===== src/mhd_pkg.sv =====
`timescale 1ns / 1ps
// ----------------------------------------------------------------------------
// mhd_pkg
// Shared types, constants and the arctangent table for the heading block.
// ----------------------------------------------------------------------------
package mhd_pkg;

  localparam int CORDIC_STEPS = 16;
  localparam int STEP_W       = $clog2(CORDIC_STEPS);

  localparam int BYTE_W   = 8;
  localparam int AXIS_W   = 16;
  localparam int HEAD_W   = 15;
  localparam int FRAME_W  = 40;
  localparam int POS_W    = 3;
  localparam int VEC_W    = 27;
  localparam int ANG_W    = 25;
  localparam int SCALE_SH = 8;

  localparam logic [POS_W-1:0] LAST_POS = POS_W'(5);

  localparam logic signed [ANG_W-1:0] ANG_180 = ANG_W'(2949120);
  localparam logic signed [ANG_W-1:0] ANG_360 = ANG_W'(5898240);
  localparam logic signed [ANG_W-1:0] ANG_RND = ANG_W'(128);
  localparam logic [AXIS_W-1:0]       HEAD_FULL = AXIS_W'(23040);

  typedef logic signed [VEC_W-1:0] vec_t;
  typedef logic signed [ANG_W-1:0] ang_t;
  typedef logic [STEP_W-1:0]       step_t;

  typedef struct packed {
    logic  accept;
    logic  step;
    logic  finish;
    logic  emit;
    step_t idx;
  } cmd_t;

  typedef struct packed {
    logic last;
  } sts_t;

  // atan(2^-i) in 2^-14 degree
  function automatic ang_t atan_lut(input logic [4:0] i);
    ang_t v;
    case (i)
      5'd0:    v = ANG_W'(737280);
      5'd1:    v = ANG_W'(435242);
      5'd2:    v = ANG_W'(229970);
      5'd3:    v = ANG_W'(116736);
      5'd4:    v = ANG_W'(58595);
      5'd5:    v = ANG_W'(29326);
      5'd6:    v = ANG_W'(14667);
      5'd7:    v = ANG_W'(7334);
      5'd8:    v = ANG_W'(3667);
      5'd9:    v = ANG_W'(1833);
      5'd10:   v = ANG_W'(917);
      5'd11:   v = ANG_W'(458);
      5'd12:   v = ANG_W'(229);
      5'd13:   v = ANG_W'(115);
      5'd14:   v = ANG_W'(57);
      5'd15:   v = ANG_W'(29);
      5'd16:   v = ANG_W'(14);
      5'd17:   v = ANG_W'(7);
      5'd18:   v = ANG_W'(4);
      5'd19:   v = ANG_W'(2);
      5'd20:   v = ANG_W'(1);
      default: v = '0;
    endcase
    return v;
  endfunction

endpackage


===== src/mhd_ctrl.sv =====
`timescale 1ns / 1ps
// ----------------------------------------------------------------------------
// mhd_ctrl
// Sequencer: byte intake, CORDIC step count, heading finish and result hand-off.
// ----------------------------------------------------------------------------
module mhd_ctrl (
  input  logic          clk_i,
  input  logic          rst_ni,
  input  logic          in_valid_i,
  output logic          in_stall_o,
  output logic          out_valid_o,
  input  logic          out_stall_i,
  input  mhd_pkg::sts_t sts_i,
  output mhd_pkg::cmd_t cmd_o
);
  import mhd_pkg::*;

  typedef enum logic [1:0] {
    ST_IDLE,
    ST_RUN,
    ST_FIN,
    ST_EMIT
  } state_e;

  state_e state_q;
  step_t  idx_q;
  logic   out_valid_q;
  logic   accept;
  logic   slot_free;

  assign in_stall_o  = (state_q != ST_IDLE);
  assign accept      = in_valid_i && (state_q == ST_IDLE);
  assign slot_free   = !out_valid_q || !out_stall_i;
  assign out_valid_o = out_valid_q;

  always_comb begin
    cmd_o        = '0;
    cmd_o.accept = accept;
    cmd_o.step   = (state_q == ST_RUN);
    cmd_o.finish = (state_q == ST_FIN);
    cmd_o.emit   = (state_q == ST_EMIT) && slot_free;
    cmd_o.idx    = idx_q;
  end

  always_ff @(posedge clk_i or negedge rst_ni) begin
    if (!rst_ni) begin
      state_q     <= ST_IDLE;
      idx_q       <= '0;
      out_valid_q <= 1'b0;
    end else begin
      if ((state_q == ST_EMIT) && slot_free) begin
        out_valid_q <= 1'b1;
      end else if (!out_stall_i) begin
        out_valid_q <= 1'b0;
      end
      case (state_q)
        ST_IDLE: begin
          idx_q <= '0;
          if (accept && sts_i.last) begin
            state_q <= ST_RUN;
          end
        end
        ST_RUN: begin
          idx_q <= idx_q + 1'b1;
          if (idx_q == STEP_W'(CORDIC_STEPS - 1)) begin
            state_q <= ST_FIN;
          end
        end
        ST_FIN: begin
          state_q <= ST_EMIT;
        end
        ST_EMIT: begin
          if (slot_free) begin
            state_q <= ST_IDLE;
          end
        end
        default: begin
          state_q <= ST_IDLE;
        end
      endcase
    end
  end

endmodule


===== src/mhd_dp.sv =====
`timescale 1ns / 1ps
// ----------------------------------------------------------------------------
// mhd_dp
// Datapath: frame assembly, shared CORDIC vectoring stage, deadband filter
// and result registers.
// ----------------------------------------------------------------------------
module mhd_dp (
  input  logic                              clk_i,
  input  logic                              rst_ni,
  input  mhd_pkg::cmd_t                     cmd_i,
  output mhd_pkg::sts_t                     sts_o,
  input  logic [mhd_pkg::BYTE_W-1:0]        data_byte_i,
  input  logic                              frame_start_i,
  input  logic                              cfg_we_i,
  input  logic [mhd_pkg::HEAD_W-1:0]        cfg_data_i,
  output logic signed [mhd_pkg::AXIS_W-1:0] mag_x_o,
  output logic signed [mhd_pkg::AXIS_W-1:0] mag_y_o,
  output logic signed [mhd_pkg::AXIS_W-1:0] mag_z_o,
  output logic [mhd_pkg::HEAD_W-1:0]        heading_new_o,
  output logic [mhd_pkg::HEAD_W-1:0]        heading_shown_o,
  output logic                              shown_changed_o
);
  import mhd_pkg::*;

  logic [POS_W-1:0]         pos_q, pos_eff;
  logic [FRAME_W-1:0]       frame_q;
  logic [5:0]               sh;
  logic [HEAD_W-1:0]        thr_q, shown_q, hn_q;
  logic signed [AXIS_W-1:0] ax_x_q, ax_y_q, ax_z_q;
  logic signed [AXIS_W-1:0] nx, ny;
  logic                     zero_q, launch;
  vec_t                     cx_q, cy_q, sx, sy, dx, dy;
  ang_t                     cz_q, zf, zr, ta;
  logic [AXIS_W-1:0]        hraw;
  logic [HEAD_W-1:0]        hfin, diff;

  assign pos_eff  = (frame_start_i || pos_q > LAST_POS) ? '0 : pos_q;
  assign sts_o.last = (pos_eff == LAST_POS);
  assign launch   = cmd_i.accept && sts_o.last;
  assign sh       = {3'(3'd4 - pos_eff), 3'b000};

  assign nx = ax_x_q;
  assign ny = ax_y_q;
  assign sx = -(vec_t'($signed(frame_q[39:24])) <<< SCALE_SH);
  assign sy = -(vec_t'($signed({frame_q[7:0], data_byte_i})) <<< SCALE_SH);

  // one vectoring step
  assign dx = cy_q >>> cmd_i.idx;
  assign dy = cx_q >>> cmd_i.idx;
  assign ta = atan_lut(5'(cmd_i.idx));

  // wrap, round and fold to 1/64 degree
  assign zf   = cz_q[ANG_W-1] ? cz_q + ANG_360 : cz_q;
  assign zr   = zf + ANG_RND;
  assign hraw = zr[AXIS_W+SCALE_SH-1:SCALE_SH];
  assign hfin = (zero_q || hraw >= HEAD_FULL) ? '0 : hraw[HEAD_W-1:0];

  assign diff = (hn_q > shown_q) ? hn_q - shown_q : shown_q - hn_q;

  always_ff @(posedge clk_i or negedge rst_ni) begin
    if (!rst_ni) begin
      pos_q   <= '0;
      shown_q <= '0;
      thr_q   <= HEAD_W'(192);
    end else begin
      if (cfg_we_i) begin
        thr_q <= cfg_data_i;
      end
      if (cmd_i.accept) begin
        pos_q <= launch ? '0 : pos_eff + 1'b1;
      end
      if (cmd_i.emit && diff > thr_q) begin
        shown_q <= hn_q;
      end
    end
  end

  always_ff @(posedge clk_i) begin
    if (cmd_i.accept && !launch) begin
      frame_q <= (frame_q & ~(FRAME_W'(8'hFF) << sh)) | (FRAME_W'(data_byte_i) << sh);
    end
    if (launch) begin
      ax_x_q <= frame_q[39:24];
      ax_y_q <= {frame_q[7:0], data_byte_i};
      ax_z_q <= frame_q[23:8];
      zero_q <= (frame_q[39:24] == '0) && ({frame_q[7:0], data_byte_i} == '0);
      if (frame_q[39]) begin
        cx_q <= sx;
        cy_q <= sy;
        cz_q <= ANG_180;
      end else begin
        cx_q <= -sx;
        cy_q <= -sy;
        cz_q <= '0;
      end
    end
    if (cmd_i.step) begin
      if (!cy_q[VEC_W-1]) begin
        cx_q <= cx_q + dx;
        cy_q <= cy_q - dy;
        cz_q <= cz_q + ta;
      end else begin
        cx_q <= cx_q - dx;
        cy_q <= cy_q + dy;
        cz_q <= cz_q - ta;
      end
    end
    if (cmd_i.finish) begin
      hn_q <= hfin;
    end
    if (cmd_i.emit) begin
      mag_x_o         <= nx;
      mag_y_o         <= ny;
      mag_z_o         <= ax_z_q;
      heading_new_o   <= hn_q;
      shown_changed_o <= (diff > thr_q);
      heading_shown_o <= (diff > thr_q) ? hn_q : shown_q;
    end
  end

endmodule


===== src/magnetometer_heading_deadband.sv =====
`timescale 1ns / 1ps
// ----------------------------------------------------------------------------
// magnetometer_heading_deadband
// Compass heading from big-endian X, Z, Y magnetometer frames, with a
// deadband-filtered shown heading.
// ----------------------------------------------------------------------------
// Bytes 1 to 5 of a frame are taken one per cycle. The sixth byte starts a
// CORDIC vectoring run on one shared add/shift stage, one step per cycle, and
// the input is stalled through the run, the finish step and the hand-off,
// which waits on out_stall_i for the earlier item. One result item comes out
// per completed frame; a high frame_start restarts the frame at that byte.
// The deadband register may be written at any time the block is idle.
// ----------------------------------------------------------------------------
module magnetometer_heading_deadband (
  input  logic                              clk_i,
  input  logic                              rst_ni,
  input  logic                              in_valid_i,
  output logic                              in_stall_o,
  input  logic [mhd_pkg::BYTE_W-1:0]        data_byte_i,
  input  logic                              frame_start_i,
  output logic                              out_valid_o,
  input  logic                              out_stall_i,
  output logic signed [mhd_pkg::AXIS_W-1:0] mag_x_o,
  output logic signed [mhd_pkg::AXIS_W-1:0] mag_y_o,
  output logic signed [mhd_pkg::AXIS_W-1:0] mag_z_o,
  output logic [mhd_pkg::HEAD_W-1:0]        heading_new_o,
  output logic [mhd_pkg::HEAD_W-1:0]        heading_shown_o,
  output logic                              shown_changed_o,
  input  logic                              cfg_valid_i,
  output logic                              cfg_ready_o,
  input  logic [mhd_pkg::HEAD_W-1:0]        cfg_data_i
);
  import mhd_pkg::*;

  cmd_t cmd;
  sts_t sts;

  assign cfg_ready_o = 1'b1;

  mhd_ctrl u_ctrl (
    .clk_i       (clk_i),
    .rst_ni      (rst_ni),
    .in_valid_i  (in_valid_i),
    .in_stall_o  (in_stall_o),
    .out_valid_o (out_valid_o),
    .out_stall_i (out_stall_i),
    .sts_i       (sts),
    .cmd_o       (cmd)
  );

  mhd_dp u_dp (
    .clk_i           (clk_i),
    .rst_ni          (rst_ni),
    .cmd_i           (cmd),
    .sts_o           (sts),
    .data_byte_i     (data_byte_i),
    .frame_start_i   (frame_start_i),
    .cfg_we_i        (cfg_valid_i && cfg_ready_o),
    .cfg_data_i      (cfg_data_i),
    .mag_x_o         (mag_x_o),
    .mag_y_o         (mag_y_o),
    .mag_z_o         (mag_z_o),
    .heading_new_o   (heading_new_o),
    .heading_shown_o (heading_shown_o),
    .shown_changed_o (shown_changed_o)
  );

endmodule


===== config.mk =====
export PLATFORM = sky130hd
export DESIGN_NAME = magnetometer_heading_deadband
export DESIGN_NICKNAME = d
export VERILOG_FILES = /design/src/mhd_pkg.sv /design/src/mhd_ctrl.sv /design/src/mhd_dp.sv /design/src/magnetometer_heading_deadband.sv
export SDC_FILE = /design/constraint.sdc
export NUM_CORES = 1
export LEC_CHECK = 0
export ABC_CLOCK_PERIOD_IN_PS = 8410
export BUFFER_PORTS_ARGS = -buffer_cell sky130_fd_sc_hd__buf_4
export CORE_ASPECT_RATIO = 0.75
export CORE_UTILIZATION = 40
export CTS_CLUSTER_DIAMETER = 150
export DETAILED_ROUTE_END_ITERATION = 8
export GPL_TIMING_DRIVEN = 0
export PLACE_DENSITY_LB_ADDON = 0.08
export SYNTH_ARGS = -nofsm -noshare
export SYNTH_HDL_FRONTEND = slang
export SYNTH_SLANG_ARGS = --single-unit

===== constraint.sdc =====
create_clock -name clk_i -period 8.41 [get_ports clk_i]
set_input_delay 0 -clock clk_i [delete_from_list [all_inputs] [get_ports clk_i]]
set_output_delay 0 -clock clk_i [all_outputs]
set_load 0.05 [all_outputs]

==> run summary <==
Met2 usage - 37.05%
# diodes - 0
Synth Area in Compound Gates - 16.46%
Synth warnings - 0
CTS tree - built
Pre-antenna DRT Iters - 5
Unrepaired setup endpoints after global routing - false
Setup crit start kind - flip-flop
Clock root buffer - clkbuf_16
Kind of end point of the critical path - flip-flop
Number of global-route vias before repair - 18490
Placer Congestion - 0.9969
Worst-path clk slew - 0.06 ns
Setup bufs post-CTS - 0
Final clock skew - 0.02650 ns
Placement Rows - 75
Grt total ovfl - 0
Initial antenna violation count - 1
I/O Buffers - 108
Setup violations, final - 0
Fin crit period - 8.020 ns
Hold slack - -0.01186 ns
Clock latency on the worst-skew pair - 0.57 ns
Share of layout cells above drive strength 1 - 11.70%
Drt wl/cell - 23.40 um
Post-Synthesis Cells - 2313
Via/cell ratio - 5.891
Synth async-reset ratio - 13.25%
Synth cell count leaders - edfxtp_1 (262), nor2_1 (182), nand2_1 (179), a21oi_1 (167), ha_1 (149)
Routed wire length - 76520 um
Adder-Cell Fraction of Synth Area - 8.612%
Largest net degree at the start of global routing - 41
Failing checks - hold timing
Starting Density - 40.65%
Yosys top cell area share - 34.49%
Die ar. - 0.05800 mm^2
Post-Layout Cell Count - 3270
Met1 usage - 40.54%
Outcome - finished with violations
Mapped Area - 0.02281 mm^2
Sequential area share after synthesis - 38.89%
Mux share of post-synthesis cell area - 9.972%
Crit Path Class - reg2reg
Number of synthesized flops with an enable pin - 262
Critical Path AT - 8.32 ns
Core Region - 0.05612 mm^2
Final TNS setup - 0 ns
Num Clock Sinks - 302
Placed insts - 3160
Post-DP HPWL - 58190 um
Maximum clock insertion buffer count - 3
ANT nets after route - 0
Grt met3 use - 5.154%
GRT busiest layer - met1
Layout area overhead - 16.06%
Number of I/O pins - 111
Slew HR - 23.75%
Xor/xnor share of the synthesized area - 7.586%
Mapped Nets - 2496
Die X - 277.7 um
Nets - 2695
CP Max Fanout - 10
Largest area contributor in the netlist - edfxtp_1
Drt first-iter violations - 1756
DRC viols - 0
Max Fclk - 0.1247 GHz
Worst Hold Class - in2async
Period utilization - 95.36%
Max_cap viols - 0
Synth Flop Type - edfxtp_1
Synthesized flop and latch total - 302
DR vias - 19260
Total GRT Usage - 26.14%
Synth top area cells - edfxtp_1 (34%), ha_1 (8.2%), mux4_2 (5.4%), xnor2_1 (5.0%), dfrtp_1 (4.2%)
Fin. Hold Viols - 15
Post-synthesis average cell area - 9.862 um^2
Slew of the pin with the lowest slew margin - 1.144 ns
H-tree depth - 2
TritonCTS Buffers - 35
Top-count cell post-synth - edfxtp_1
Die Span Y - 208.8 um
Slew Limit Fails - 0
Simple-Gate Fraction of Synth Area - 14.20%
Global-route wire length before repair - 115800 um
Crit path required time - 8.72 ns
Largest family of logic cells by synthesized area - compound AO/OA/AOI/OAI gates
Post-synth cell types - 90
==> placed cells by master (no fill, tap or decap), types with 17 or more instances in the layout <==
cell type      count
nor3_1            70
a211oi_1          20
a21oi_1          166
o21ai_0          116
clkbuf_16         35
nor2b_1           24
nor2_1           181
edfxtp_1         262
mux4_2            55
dlygate4sd3_1     47
nand2_1          179
xnor2_1          129
xor2_1            66
o21a_1            32
ha_1             149
mux2i_1           72
a31oi_1           33
nand2b_1          37
or3_1             24
inv_1            122
a21o_1            50
mux2_2            20
a22o_1            30
nand3_1           28
dfrtp_1           38
o21ai_1           29
clkbuf_1          77
and3_1            25
buf_4            113
buf_1             19
and2_1            17
nand4_1           17
==> worst paths after layout <==
kind	startpoint	to	slack [ns]	cells after the start
min in group clk_i	data_byte_i[1]	u_dp.ax_y_q[1]$_DFFE_PP_	0.16	2
worst max register to register	u_ctrl.idx_q[3]$_DFFE_PN0P_	u_dp.cy_q[26]$_DFFE_PP_	0.39	24
max in group asynchronous	rst_ni	u_dp.pos_q[2]$_DFFE_PN0P_	7.97	2
worst min register to register	u_dp.ax_z_q[2]$_DFFE_PP_	u_dp.mag_z_o[2]$_DFFE_PP_	0.41	0
worst min-delay path	rst_ni	u_dp.thr_q[1]$_DFFE_PN0P_	-0.01	2
worst max-delay path	u_ctrl.idx_q[3]$_DFFE_PN0P_	u_dp.cy_q[26]$_DFFE_PP_	0.39	24
==> kinds of logic after synthesis <==
| family | count (synthesis) |
|---|---|
| AND/OR/NAND/NOR | 666 |
| AO/OA/AOI/OAI | 593 |
| flip-flops | 302 |
| buffers and inverters | 246 |
| XOR/XNOR | 196 |
| multiplexers | 155 |
| adder cells (fa/ha/maj) | 154 |
| other | 1 |
==> layer usage <==
layer,up-vias,routed length (um)
met1,9580,37780
met2,663,31340
met4,0,1481
met5,-,0
li1,8928,-
met3,93,5911
==> what timing repair did <==
action	4_1_cts	5_1_grt
hold buffers	47	0
setup endpoints to repair	21	18
gates resized for setup	5	8
endpoints found under the hold margin	90	0
==> worst max-delay path, cell delays in order, from the launching register on <==
cell	delay [ns]
dfrtp_1	0.40
buf_1	0.47
clkbuf_2	0.39
clkbuf_2	0.40
clkbuf_2	0.40
clkbuf_2	0.38
buf_2	0.36
buf_1	0.45
buf_2	0.42
a31o_2	0.23
ha_1	0.19
nand4_1	0.14
a21oi_2	0.44
and3_1	0.33
nor2_1	0.08
xnor2_1	0.18
ha_1	0.24
or4_1	0.52
o22ai_1	0.28
a31oi_1	0.21
a31oi_1	0.28
o221ai_1	0.22
a211oi_1	0.29
xnor3_1	0.26
a21o_1	0.18
==> metrics by stage <==
step	util [%]	setup WS (ns)	hold WS [ns]	area, um^2
finish	47.18	0.3904	-0.01186	26470
global route	47.18	0.08908	0.02871	26470
CTS	47.17	0.001966	0.002093	26470
detailed placement	44.10	-0.7507	0.06474	24750
floorplan	-	0.9966	-0.2956	22810
global placement	43.72	-2.813	0.04596	24540
==> final cells by class <==
class	count	area [um^2]
fill	5340	29640
multi-input combinational	1765	13000
sequential	302	8871
timing repair buffer	163	1464
clock buffer	43	925.9
tap	731	914.6
buffer	119	508.0
inverter	126	473.0
clock inverter	21	317.8
==> registers in the layout, indices dropped and copies added, names as in the netlist, 2 cells and up <==
name	count
u_dp.cx_q	27
u_dp.thr_q	15
u_dp.cy_q	27
u_dp.hn_q	15
u_ctrl.idx_q	4
u_dp.pos_q	3
u_dp.heading_new_o	15
u_dp.cz_q	25
u_dp.ax_z_q	16
u_dp.frame_q	40
u_dp.heading_shown_o	15
u_dp.ax_y_q	16
u_dp.mag_y_o	16
u_dp.mag_x_o	16
u_dp.mag_z_o	16
u_dp.ax_x_q	16
u_ctrl.state_q	2
u_dp.shown_q	15
Power is left out: the tool's default activity adds up to more than one toggle a clock period on the data nets, which glitch-free logic cannot reach.
